==> src/hw/rtl/prom_pkg.sv <==
package prom_pkg;

  // Output transforms: four rotations, each with an optional flip
  typedef enum logic [2:0] {
    XF_NORMAL  = 3'd0,
    XF_ROT90   = 3'd1,
    XF_ROT180  = 3'd2,
    XF_ROT270  = 3'd3,
    XF_FLIP    = 3'd4,
    XF_FLIP90  = 3'd5,
    XF_FLIP180 = 3'd6,
    XF_FLIP270 = 3'd7
  } xform_t;

  localparam logic OP_TO_BUFFER = 1'b0;
  localparam logic OP_TO_OUTPUT = 1'b1;

  localparam logic [1:0] ST_OK      = 2'd0;
  localparam logic [1:0] ST_SRC_OUT = 2'd1;
  localparam logic [1:0] ST_DST_OUT = 2'd2;

  localparam int CFG_INDEX_W = 2;
  localparam logic [CFG_INDEX_W-1:0] CFG_BUF_WIDTH  = 2'd0;
  localparam logic [CFG_INDEX_W-1:0] CFG_BUF_HEIGHT = 2'd1;
  localparam logic [CFG_INDEX_W-1:0] CFG_XFORM      = 2'd2;

  localparam int DIM_W = 15;

  typedef struct packed {
    logic               op;
    logic signed [15:0] rect_x;
    logic signed [15:0] rect_y;
    logic signed [15:0] rect_w;
    logic signed [15:0] rect_h;
  } in_t;

  typedef struct packed {
    logic [1:0]         status;
    logic signed [15:0] out_x;
    logic signed [15:0] out_y;
    logic signed [15:0] out_w;
    logic signed [15:0] out_h;
  } out_t;

  // Per-stage load enables from the handshake control
  typedef struct packed {
    logic s1;
    logic s2;
    logic s3;
  } adv_t;

  // Inverse transform: only the plain 90 and 270 rotations differ
  function automatic xform_t inv_xform(input xform_t t);
    xform_t r;
    case (t)
      XF_ROT90: r = XF_ROT270;
      XF_ROT270: r = XF_ROT90;
      default: r = t;
    endcase
    return r;
  endfunction

endpackage

==> src/hw/rtl/pixel_rect_orientation_mapper_unit.sv <==
// channel  | signals                        | item
// ---------+--------------------------------+------------------------------------
// in       | in_valid / in_ready / in_data  | op + rectangle (prom_pkg::in_t)
// out      | out_valid / out_ready/out_data | status + mapped rect (prom_pkg::out_t)
// cfg      | cfg_we / cfg_index / cfg_data  | register write, no handshake
//
// Three register stages: source check, coordinate mapping, target check.
// One item per cycle sustained while out_ready stays high; items pass stages 1 and 2 before out_valid.
// Stalls propagate back stage by stage; empty stages still load, so bubbles close.
// Reset clears the stage valid bits and sets the buffer to 1x1, normal transform.
module pixel_rect_orientation_mapper_unit #(
  parameter int MAX_EXTENT = 16384
) (
  input  logic                             clk,
  input  logic                             rst,
  input  logic                             in_valid,
  output logic                             in_ready,
  input  prom_pkg::in_t                    in_data,
  output logic                             out_valid,
  input  logic                             out_ready,
  output prom_pkg::out_t                   out_data,
  input  logic                             cfg_we,
  input  logic [prom_pkg::CFG_INDEX_W-1:0] cfg_index,
  input  logic [prom_pkg::DIM_W-1:0]       cfg_data
);

  logic [prom_pkg::DIM_W-1:0] buf_width, buf_height;
  prom_pkg::xform_t           xform;

  always_ff @(posedge clk) begin
    if (rst) begin
      buf_width  <= prom_pkg::DIM_W'(1);
      buf_height <= prom_pkg::DIM_W'(1);
      xform      <= prom_pkg::XF_NORMAL;
    end else if (cfg_we) begin
      case (cfg_index)
        prom_pkg::CFG_BUF_WIDTH:  buf_width  <= cfg_data;
        prom_pkg::CFG_BUF_HEIGHT: buf_height <= cfg_data;
        prom_pkg::CFG_XFORM:      xform      <= prom_pkg::xform_t'(cfg_data[2:0]);
        default: ;
      endcase
    end
  end

  // Stage valid bits; the third stage is the output register
  logic           v1, v2;
  prom_pkg::adv_t adv;

  always_comb begin
    adv.s3 = !out_valid || out_ready;
    adv.s2 = !v2 || adv.s3;
    adv.s1 = !v1 || adv.s2;
  end

  assign in_ready = adv.s1;

  always_ff @(posedge clk) begin
    if (rst) begin
      v1        <= 1'b0;
      v2        <= 1'b0;
      out_valid <= 1'b0;
    end else begin
      if (adv.s1) v1 <= in_valid;
      if (adv.s2) v2 <= v1;
      if (adv.s3) out_valid <= v2;
    end
  end

  prom_datapath #(
    .MAX_EXTENT(MAX_EXTENT)
  ) u_datapath (
    .clk       (clk),
    .adv       (adv),
    .in_data   (in_data),
    .buf_width (buf_width),
    .buf_height(buf_height),
    .xform     (xform),
    .out_data  (out_data)
  );

`ifndef ASSERT_OFF
  // failed checks carry a zero rectangle
  a_fail_zero: assert property (@(posedge clk) disable iff (rst)
    out_valid && (out_data.status != prom_pkg::ST_OK) |->
      (out_data.out_x == '0) && (out_data.out_y == '0)
      && (out_data.out_w == '0) && (out_data.out_h == '0))
    else $error("failed item with nonzero rectangle");

  // a passing item is a non-empty rectangle at a non-negative origin
  a_ok_shape: assert property (@(posedge clk) disable iff (rst)
    out_valid && (out_data.status == prom_pkg::ST_OK) |->
      !out_data.out_x[15] && !out_data.out_y[15]
      && (out_data.out_w > 0) && (out_data.out_h > 0))
    else $error("passing item with bad rectangle");

  // full pipe with stalled output must hold off the input
  a_full_block: assert property (@(posedge clk) disable iff (rst)
    v1 && v2 && out_valid && !out_ready |-> !in_ready)
    else $error("input taken while pipeline full");

  // an item in the second stage reaches the output register when it may load
  a_advance: assert property (@(posedge clk) disable iff (rst)
    v2 && adv.s3 |=> out_valid)
    else $error("item lost between stage 2 and output");
`endif

endmodule

==> src/hw/rtl/prom_datapath.sv <==
module prom_datapath #(
  parameter int MAX_EXTENT = 16384
) (
  input  logic                          clk,
  input  prom_pkg::adv_t                adv,
  input  prom_pkg::in_t                 in_data,
  input  logic [prom_pkg::DIM_W-1:0]    buf_width,
  input  logic [prom_pkg::DIM_W-1:0]    buf_height,
  input  prom_pkg::xform_t              xform,
  output prom_pkg::out_t                out_data
);

  localparam logic [prom_pkg::DIM_W-1:0] SAT = prom_pkg::DIM_W'(MAX_EXTENT);

  // ---------------- stage 1: source check, edge distances ----------------
  logic [prom_pkg::DIM_W-1:0] bw, bh, ow, oh, src_w, src_h, tgt_w, tgt_h;
  logic signed [16:0]         sum_x, sum_y;
  logic signed [17:0]         xr_c, yr_c;
  logic                       src_ok;
  prom_pkg::xform_t           mt_c;

  always_comb begin
    bw = (buf_width > SAT) ? SAT : buf_width;
    bh = (buf_height > SAT) ? SAT : buf_height;
    ow = xform[0] ? bh : bw;
    oh = xform[0] ? bw : bh;
    if (in_data.op == prom_pkg::OP_TO_OUTPUT) begin
      src_w = bw;
      src_h = bh;
      tgt_w = ow;
      tgt_h = oh;
      mt_c  = xform;
    end else begin
      src_w = ow;
      src_h = oh;
      tgt_w = bw;
      tgt_h = bh;
      mt_c  = prom_pkg::inv_xform(xform);
    end
    sum_x = {in_data.rect_x[15], in_data.rect_x} + {in_data.rect_w[15], in_data.rect_w};
    sum_y = {in_data.rect_y[15], in_data.rect_y} + {in_data.rect_h[15], in_data.rect_h};
    src_ok = !in_data.rect_x[15] && !in_data.rect_y[15]
          && !in_data.rect_w[15] && (in_data.rect_w != '0)
          && !in_data.rect_h[15] && (in_data.rect_h != '0)
          && (sum_x <= $signed({2'b00, src_w}))
          && (sum_y <= $signed({2'b00, src_h}));
    xr_c = $signed({3'b000, src_w}) - $signed({{2{in_data.rect_x[15]}}, in_data.rect_x})
         - $signed({{2{in_data.rect_w[15]}}, in_data.rect_w});
    yr_c = $signed({3'b000, src_h}) - $signed({{2{in_data.rect_y[15]}}, in_data.rect_y})
         - $signed({{2{in_data.rect_h[15]}}, in_data.rect_h});
  end

  logic                       s1_ok;
  logic signed [15:0]         s1_x, s1_y, s1_w, s1_h;
  logic signed [17:0]         s1_xr, s1_yr;
  prom_pkg::xform_t           s1_mt;
  logic [prom_pkg::DIM_W-1:0] s1_tw, s1_th;

  always_ff @(posedge clk) begin
    if (adv.s1) begin
      s1_ok <= src_ok;
      s1_x  <= in_data.rect_x;
      s1_y  <= in_data.rect_y;
      s1_w  <= in_data.rect_w;
      s1_h  <= in_data.rect_h;
      s1_xr <= xr_c;
      s1_yr <= yr_c;
      s1_mt <= mt_c;
      s1_tw <= tgt_w;
      s1_th <= tgt_h;
    end
  end

  // ---------------- stage 2: coordinate mapping ----------------
  logic signed [17:0] x18, y18, mx_c, my_c;
  logic signed [15:0] mw_c, mh_c;

  always_comb begin
    x18 = {{2{s1_x[15]}}, s1_x};
    y18 = {{2{s1_y[15]}}, s1_y};
    mw_c = s1_mt[0] ? s1_h : s1_w;
    mh_c = s1_mt[0] ? s1_w : s1_h;
    case (s1_mt)
      prom_pkg::XF_NORMAL: begin
        mx_c = x18;    my_c = y18;
      end
      prom_pkg::XF_ROT90: begin
        mx_c = s1_yr;  my_c = x18;
      end
      prom_pkg::XF_ROT180: begin
        mx_c = s1_xr;  my_c = s1_yr;
      end
      prom_pkg::XF_ROT270: begin
        mx_c = y18;    my_c = s1_xr;
      end
      prom_pkg::XF_FLIP: begin
        mx_c = s1_xr;  my_c = y18;
      end
      prom_pkg::XF_FLIP90: begin
        mx_c = y18;    my_c = x18;
      end
      prom_pkg::XF_FLIP180: begin
        mx_c = x18;    my_c = s1_yr;
      end
      default: begin
        mx_c = s1_yr;  my_c = s1_xr;
      end
    endcase
  end

  logic                       s2_ok;
  logic signed [17:0]         s2_x, s2_y;
  logic signed [15:0]         s2_w, s2_h;
  logic [prom_pkg::DIM_W-1:0] s2_tw, s2_th;

  always_ff @(posedge clk) begin
    if (adv.s2) begin
      s2_ok <= s1_ok;
      s2_x  <= mx_c;
      s2_y  <= my_c;
      s2_w  <= mw_c;
      s2_h  <= mh_c;
      s2_tw <= s1_tw;
      s2_th <= s1_th;
    end
  end

  // ---------------- stage 3: target check, status ----------------
  logic signed [18:0] end_x, end_y;
  logic               dst_ok;
  logic [1:0]         status_c;

  always_comb begin
    end_x = {s2_x[17], s2_x} + {{3{s2_w[15]}}, s2_w};
    end_y = {s2_y[17], s2_y} + {{3{s2_h[15]}}, s2_h};
    dst_ok = !s2_x[17] && !s2_y[17]
          && !s2_w[15] && (s2_w != '0)
          && !s2_h[15] && (s2_h != '0)
          && (end_x <= $signed({4'b0000, s2_tw}))
          && (end_y <= $signed({4'b0000, s2_th}));
    if (!s2_ok) begin
      status_c = prom_pkg::ST_SRC_OUT;
    end else if (!dst_ok) begin
      status_c = prom_pkg::ST_DST_OUT;
    end else begin
      status_c = prom_pkg::ST_OK;
    end
  end

  always_ff @(posedge clk) begin
    if (adv.s3) begin
      out_data.status <= status_c;
      if (status_c == prom_pkg::ST_OK) begin
        out_data.out_x <= s2_x[15:0];
        out_data.out_y <= s2_y[15:0];
        out_data.out_w <= s2_w;
        out_data.out_h <= s2_h;
      end else begin
        out_data.out_x <= '0;
        out_data.out_y <= '0;
        out_data.out_w <= '0;
        out_data.out_h <= '0;
      end
    end
  end

endmodule

==> config.mk <==
export PLATFORM = sky130hd
export DESIGN_NAME = pixel_rect_orientation_mapper_unit
export DESIGN_NICKNAME = d
export VERILOG_FILES = /design/src/hw/rtl/prom_pkg.sv /design/src/hw/rtl/pixel_rect_orientation_mapper_unit.sv /design/src/hw/rtl/prom_datapath.sv
export SDC_FILE = /design/constraint.sdc
export NUM_CORES = 1
export LEC_CHECK = 0
export BUFFER_PORTS_ARGS = -buffer_cell sky130_fd_sc_hd__buf_2
export CAP_MARGIN = 10
export CORE_UTILIZATION = 56
export CTS_CLUSTER_DIAMETER = 120
export DETAILED_ROUTE_END_ITERATION = 8
export GPL_TIMING_DRIVEN = 0
export HOLD_SLACK_MARGIN = 0.03
export PLACE_DENSITY_LB_ADDON = 0.12
export REMOVE_ABC_BUFFERS = 1
export SLEW_MARGIN = 25
export SYNTH_ARGS = -nofsm -noshare
export SYNTH_HDL_FRONTEND = slang
export SYNTH_HIERARCHICAL = 1
export SYNTH_SLANG_ARGS = --single-unit
==> constraint.sdc <==
create_clock -name clk -period 6.35 [get_ports clk]
set_clock_uncertainty 0.1 [all_clocks]
set_input_delay 0.635 -clock clk [delete_from_list [all_inputs] [get_ports clk]]
set_output_delay 0.635 -clock clk [all_outputs]
set_load 0.02 [all_outputs]
==> results of run 1 <==
[layer usage]
layer | wire (um) | track usage [%] | vias to the layer above
met5 | 0 | 0 | -
met4 | 1900 | 10.9 | 0
met3 | 3300 | 4.84 | 84
met2 | 24400 | 46.0 | 444
met1 | 22500 | 37.7 | 6916
li1 | - | - | 6787
[logic make-up after synthesis]
kind of cell             after synthesis
AND/OR/NAND/NOR                      482
other                                  1
flip-flops                           335
XOR/XNOR                              75
adder cells (fa/ha/maj)              226
AO/OA/AOI/OAI                        326
buffers and inverters                221
multiplexers                         114
[where the power goes]
part           switching (mW)  leakage [nW]  total, mW  internal [mW]
logic                   0.848          6.06       1.51          0.662
registers               0.150          3.64       2.77           2.62
clock network           0.921         0.601       2.21           1.29
[how the worst max path moves through the flow]
stage / slack [ps] / start / endpoint
2_1_floorplan: -150 / out_ready / u_datapath/s1_h[0]
3_3_place_gp: -2330 / out_ready / u_datapath/s1_y[14]
3_5_place_dp: 970 / u_datapath/s2_x[0] / u_datapath/out_data[35]
4_1_cts: 940 / u_datapath/s2_x[0] / u_datapath/out_data[49]
5_1_grt: 630 / u_datapath/s2_h[0] / u_datapath/out_data[49]
6_report: 930 / u_datapath/s2_x[0] / u_datapath/out_data[49]
[flip-flops by register name, indices dropped and copies added, names as in the netlist, 3 cells and up]
register	cells
u_datapath/out_data	66
u_datapath/s1_xr	18
u_datapath/s1_yr	18
u_datapath/s2_x	18
u_datapath/s2_y	18
u_datapath/s1_h	16
u_datapath/s1_w	16
u_datapath/s1_x	16
u_datapath/s1_y	16
u_datapath/s2_h	16
u_datapath/s2_w	16
buf_height	15
buf_width	15
u_datapath/s1_th	15
u_datapath/s1_tw	15
u_datapath/s2_th	15
u_datapath/s2_tw	15
u_datapath/s1_mt	3
xform	3
[worst max-delay path: cells and delay by family, from the launching register on]
| kind | cells | cell delay (ps) |
|---|---|---|
| fa+ha+maj | 3 | 720 |
| simple gates | 7 | 1220 |
| buf+inv | 3 | 490 |
| flops | 1 | 400 |
| compound gates | 7 | 2180 |
| xor+xnor | 1 | 150 |
[layout by cell type (no fill, tap or decap), types with 13 or more instances in the layout]
master     synthesis  final
a211oi_1          15     15
a21o_1            38     38
a21oi_1           81     81
a31oi_1           15     15
and2_1            32     32
and2_2            31     31
and3_1            13     13
buf_2              0    154
buf_6              1     14
clkbuf_16          0     39
dfxtp_1           36     36
edfxtp_1         299    299
fa_1              34     34
ha_1             192    192
inv_1            172    172
mux2_2            34     34
mux2i_1           47     47
mux4_2            33     33
nand2_1           99     98
nand2b_1          82     81
nand3_1           21     21
nand4_1           17     17
nor2_1            80     80
nor2b_1           34     33
nor3_1            23     23
nor4_1            26     26
o21a_1            43     43
o21ai_0           61     61
xnor2_1           53     53
xor2_1            22     21
[final cells by class]
type	instances	area [um^2]
Fill cell	2786	12400
Multi-Input combinational cell	1225	10100
Sequential cell	335	9700
Timing Repair Buffer	184	1210
Clock buffer	52	1040
Inverter	172	646
Tap cell	461	577
Clock inverter	19	215
[per-stage QoR]
step | cell area (um^2) | hold slack, ps | total power [mW] | worst slack [ps] | setup TNS, ps
3_3_place_gp | 21800 | 304 | 4.23 | -2330 | -335290
5_1_grt | 23500 | 172 | 6.80 | 627 | 0
4_1_cts | 23500 | 154 | 6.51 | 938 | 0
3_5_place_dp | 22200 | 305 | 4.30 | 973 | 0
2_1_floorplan | 20400 | 300 | 3.81 | -152 | -20400
6_report | 23500 | 174 | 6.49 | 931 | 0
==> impl_metrics.env, run 1 <==
export IMPL_synth_xor_area_share_pct=3.18
export IMPL_cp_slowest_stage_delay_ps=470
export IMPL_dieArea_mm2=0.0376
export IMPL_syn_avg_cell_area_um2=11.6
export IMPL_dp_hpwl_mm=41.6
export IMPL_yosysMostFrequentCell="edfxtp_1"
export IMPL_ff2ff_setup_slack_ps=930
export IMPL_synth_edff_count=299
export IMPL_slew_headroom_pct=28.7
export IMPL_cts_hold_buffers_added=0
export IMPL_overflow=0
export IMPL_synthSimpleGateAreaFrac_pct=12.5
export IMPL_start_util_pct=57.4
export IMPL_core_area_mm2=0.0359
export IMPL_grt_pass1_vias=14200
export IMPL_holdPathStages=1
export IMPL_ys_top_cells_by_count="299 x edfxtp_1, 192 x ha_1, 172 x inv_1, 99 x nand2_1, 82 x nand2b_1"
export IMPL_rsz0062_at_grt="false"
export IMPL_drt_wirelength_per_cell_um=21.3
export IMPL_critPathMaxFanout=30
export IMPL_holdPathEnd="u_datapath/s1_y[14]"
export IMPL_async_flop_share_pct=0
export IMPL_h_tree_depth=2
export IMPL_drc=0
export IMPL_utilization_pct=65.4
export IMPL_synth_mux_area_fraction_pct=7.74
export IMPL_syn_area_mm2=0.0206
export IMPL_reg2regPathDepth=21
export IMPL_crit_chain="ha_1 > inv_1 > fa_1 > nor2b_1 > o31a_1 > o211ai_1 > nand2_1 > or2_2 > a21oi_1 > xnor2_1 > ha_1 > nand2_1 > nor2_1 > and3_1 > a211o_1 > a21oi_1 > a41oi_1 > a211oi_4 > buf_8 > buf_6 > and2_1"
export IMPL_numCtsBuffers=39
export IMPL_place_congestion=0.902
export IMPL_reg2reg_from="u_datapath/s2_x[0]"
export IMPL_final_cells=2448
export IMPL_cp_slowest_cell="a211oi_4"
export IMPL_ant_nets=0
export IMPL_area_growth_pct=13.9
export IMPL_viasPerCell=5.81
export IMPL_period_needed_ps=5420
export IMPL_maxCapViolations=0
export IMPL_worstSkewPairLatency_ps=570
export IMPL_synth_top_family_by_area="adder cells"
export IMPL_num_io_pins=155
export IMPL_wirelength_mm=52.1
export IMPL_ys_warn_count=6
export IMPL_finalHoldViolCount=0
export IMPL_synth_compound_area_share_pct=10.4
export IMPL_clockBufferDepth=3
export IMPL_vias=14200
export IMPL_cts_tree="built"
export IMPL_hp_class="in -> reg"
export IMPL_fin_nets=2270
export IMPL_synthCells=1780
export IMPL_crit_path_end_kind="flop"
export IMPL_reg2reg_to="u_datapath/out_data[49]"
export IMPL_antenna_found_initial=0
export IMPL_first_iter_violations=966
export IMPL_drv_slew=0
export IMPL_cts_setup_buffers=0
export IMPL_required_ps=6680
export IMPL_crit_type="reg -> reg"
export IMPL_clk_pin_slew_ps=60
export IMPL_numPortBuffers=154
export IMPL_worst_pin_slew_ps=1070
export IMPL_synthAdderAreaFrac_pct=14.9
export IMPL_ys_ff_latch=335
export IMPL_firstDrtPassIters=5
export IMPL_status="completed"
export IMPL_finalSetupViolations=0
export IMPL_hold_start="in_data[46]"
export IMPL_diodes=0
export IMPL_root_buffer="clkbuf_16"
export IMPL_ys_types=70
export IMPL_die_x_um=194
export IMPL_arrival_ps=5750
export IMPL_period_share_pct=85.3
export IMPL_dieHeight_um=194
export IMPL_cts_resized=0
export IMPL_dominantRegCellSynth="edfxtp_1"
export IMPL_synth_top_cell_area_share_pct=43.5
export IMPL_crit_path_start_kind="flop"
export IMPL_row_count=69
export IMPL_yosysTopAreaCell="edfxtp_1"
export IMPL_grt_max_degree=61
export IMPL_leakagePower_nw=10.3
export IMPL_seq_area_frac_synth_pct=47.0
export IMPL_cts_num_sinks=335
export IMPL_grt_pass1_wl_mm=80.2
export IMPL_drive_gt1_share_pct=17.8
export IMPL_place_inst=2377
export IMPL_powerDensity_mw_per_mm2=276
export IMPL_vdd_drop_max_uv=212
export IMPL_synthTopCellsByArea="edfxtp_1 44%, ha_1 12%, mux4_2 3.6%, dfxtp_1 3.5%, fa_1 3.3%"
export IMPL_gr_usage_all_layers_pct=28.2
export IMPL_max_freq_mhz=185
(Power assumes the default switching activity.)
==> run 2, diff against run 1 <==
--- a/config.mk
+++ b/config.mk
@@ -7,13 +7,14 @@
 export LEC_CHECK = 0
 export BUFFER_PORTS_ARGS = -buffer_cell sky130_fd_sc_hd__buf_2
 export CAP_MARGIN = 10
-export CORE_UTILIZATION = 56
+export CORE_UTILIZATION = 60
 export CTS_CLUSTER_DIAMETER = 120
 export DETAILED_ROUTE_END_ITERATION = 8
 export GPL_TIMING_DRIVEN = 0
 export HOLD_SLACK_MARGIN = 0.03
 export PLACE_DENSITY_LB_ADDON = 0.12
 export REMOVE_ABC_BUFFERS = 1
+export SKIP_LAST_GASP = 1
 export SLEW_MARGIN = 25
 export SYNTH_ARGS = -nofsm -noshare
 export SYNTH_HDL_FRONTEND = slang
==> constraint.sdc (replaced) <==
create_clock -name clk -period 5.4 [get_ports clk]
set_clock_uncertainty 0.1 [all_clocks]
set_input_delay 0.54 -clock clk [delete_from_list [all_inputs] [get_ports clk]]
set_output_delay 0.54 -clock clk [all_outputs]
set_load 0.02 [all_outputs]
==> impl_metrics.env, run 2 (synthesis results as in run 1) <==
export IMPL_max_freq_mhz=198
export IMPL_dieArea_mm2=0.0351
export IMPL_clockBufferDepth=3
export IMPL_vdd_drop_max_uv=283
export IMPL_worst_pin_slew_ps=1000
export IMPL_crit_path_start_kind="flop"
export IMPL_leakagePower_nw=10.3
export IMPL_cts_tree="built"
export IMPL_required_ps=5710
export IMPL_place_worst_setup_slack_ps=53.7
export IMPL_gr_usage_all_layers_pct=29.0
export IMPL_power_mw=7.44
export IMPL_cts_num_sinks=335
export IMPL_period_needed_ps=5050
export IMPL_dr_max_layer_used="met4"
export IMPL_dp_hpwl_mm=39.8
export IMPL_final_common_cell="edfxtp_1"
export IMPL_period_share_pct=93.5
export IMPL_met1_length_mm=21.8
export IMPL_top_register="u_datapath/out_data"
export IMPL_swShare_pct=29.4
export IMPL_numPortBuffers=154
export IMPL_numCtsBuffers=37
export IMPL_h_tree_depth=2
export IMPL_hp_class="in -> reg"
export IMPL_clockPowerShare_pct=32.5
export IMPL_die_x_um=187
export IMPL_setup_tns_ps=0
export IMPL_place_congestion=0.967
export IMPL_num_io_pins=155
export IMPL_place_inst=2364
export IMPL_worst_slack_ps=353
export IMPL_dieHeight_um=187
export IMPL_final_cells=2433
export IMPL_largest_reg_flops=66
export IMPL_netSwitchingPower_mw=2.19
export IMPL_crit_chain="ha_1 > inv_1 > fa_1 > nand2b_1 > a21oi_1 > o21a_1 > a31oi_1 > nor2_1 > nor3_1 > nor3_1 > ha_1 > nand4_1 > or4_1 > o21ai_0 > a31oi_1 > a211oi_2 > o2111ai_2 > a211oi_4 > buf_8 > buf_6 > and2_1"
export IMPL_wl_met2_mm=22.8
export IMPL_antenna_found_initial=1
export IMPL_comb_power_share_pct=23.7
export IMPL_powerDensity_mw_per_mm2=318
export IMPL_p_int_mw=5.25
export IMPL_wirelength_mm=49.9
export IMPL_finalSetupViolations=0
export IMPL_fillerInstances=2560
export IMPL_root_buffer="clkbuf_16"
export IMPL_wl_met3_mm=3.38
export IMPL_start_util_pct=61.2
export IMPL_diodes=0
export IMPL_firstDrtPassIters=8
export IMPL_area_growth_pct=13.4
export IMPL_row_count=67
export IMPL_drt_wirelength_per_cell_um=20.5
export IMPL_rsz0062_at_grt="false"
export IMPL_grt_pass1_wl_mm=77.6
export IMPL_arrival_ps=5350
export IMPL_overflow=0
export IMPL_cp_slowest_cell="or4_1"
export IMPL_viasPerCell=5.87
export IMPL_grt_max_degree=62
export IMPL_vias=14300
export IMPL_first_iter_violations=1149
export IMPL_fin_nets=2270
export IMPL_core_area_mm2=0.0337
export IMPL_grt_pass1_vias=14100
export IMPL_slew_headroom_pct=32.6
export IMPL_pwr_share_seq_pct=43.8
export IMPL_ant_nets=0
export IMPL_crit_path_end_kind="flop"
export IMPL_drv_slew=0
export IMPL_drive_gt1_share_pct=17.9
export IMPL_status="completed"
export IMPL_clk_pin_slew_ps=60
export IMPL_maxCapViolations=0
export IMPL_worstSkewPairLatency_ps=540
export IMPL_critPathMaxFanout=29
export IMPL_cts_hold_buffers_added=0
export IMPL_cp_slowest_stage_delay_ps=560
export IMPL_crit_type="reg -> reg"
export IMPL_drc=0
export IMPL_final_cell_mix="299 x edfxtp_1, 192 x ha_1, 172 x inv_1, 154 x buf_2, 98 x nand2_1"
export IMPL_finalHoldViolCount=0
run 2: metal layers:
metal	GRT usage, %	vias up
met2	46.6	486
met5	0	-
met4	11.2	0
met3	4.47	94
met1	39.9	6909
li1	-	6786
run 2: power by group through the flow:
stage	logic (mW)	clock network, mW	registers (mW)
final	1.77	2.42	3.26
after global routing	1.97	2.56	3.28
after CTS	1.75	2.46	3.25
after detailed placement	1.73	0	3.30
after global placement	1.66	0	3.30
after floorplan	1.25	0	3.23
run 2: what timing repair did:
action | in CTS | in global routing
resized for setup | 0 | 2
setup endpoints to repair | 0 | 53
buffers inserted | 0 | 2
run 2: worst paths after layout:
path                  startpoint                     end  slack, ps  cells past startpoint
max           u_datapath/s2_h[0]  u_datapath/out_data[6]        350                     21
min                  in_data[46]     u_datapath/s1_y[14]        120                      1
max reg2reg   u_datapath/s2_h[0]  u_datapath/out_data[6]        350                     21
min reg2reg  u_datapath/s1_th[7]     u_datapath/s2_th[7]        300                      0
run 2: layout make-up:
type | count | area, um^2 | share of cell area, %
Clock buffer | 47 | 1020 | 4.34
Multi-Input combinational cell | 1225 | 10100 | 43.3
Tap cell | 448 | 561 | 2.40
Sequential cell | 335 | 9700 | 41.5
Clock inverter | 20 | 151 | 0.647
Timing Repair Buffer | 186 | 1200 | 5.14
Inverter | 172 | 646 | 2.76
run 2: worst max-delay path, delay by kind of cell (launching register included):
family	cells	cell delay, ps
compound gates	8	1570
simple gates	7	1460
flops	1	490
buf+inv	3	460
fa+ha+maj	3	800
run 2: stage by stage:
stage / hold WS [ps] / util (%) / area [um^2]
after floorplan: 300 / - / 20400
after global placement: 302 / 64.5 / 21700
after detailed placement: 305 / 65.9 / 22200
after CTS: 102 / 69.4 / 23400
after global routing: 109 / 69.4 / 23400
final: 117 / 69.4 / 23400
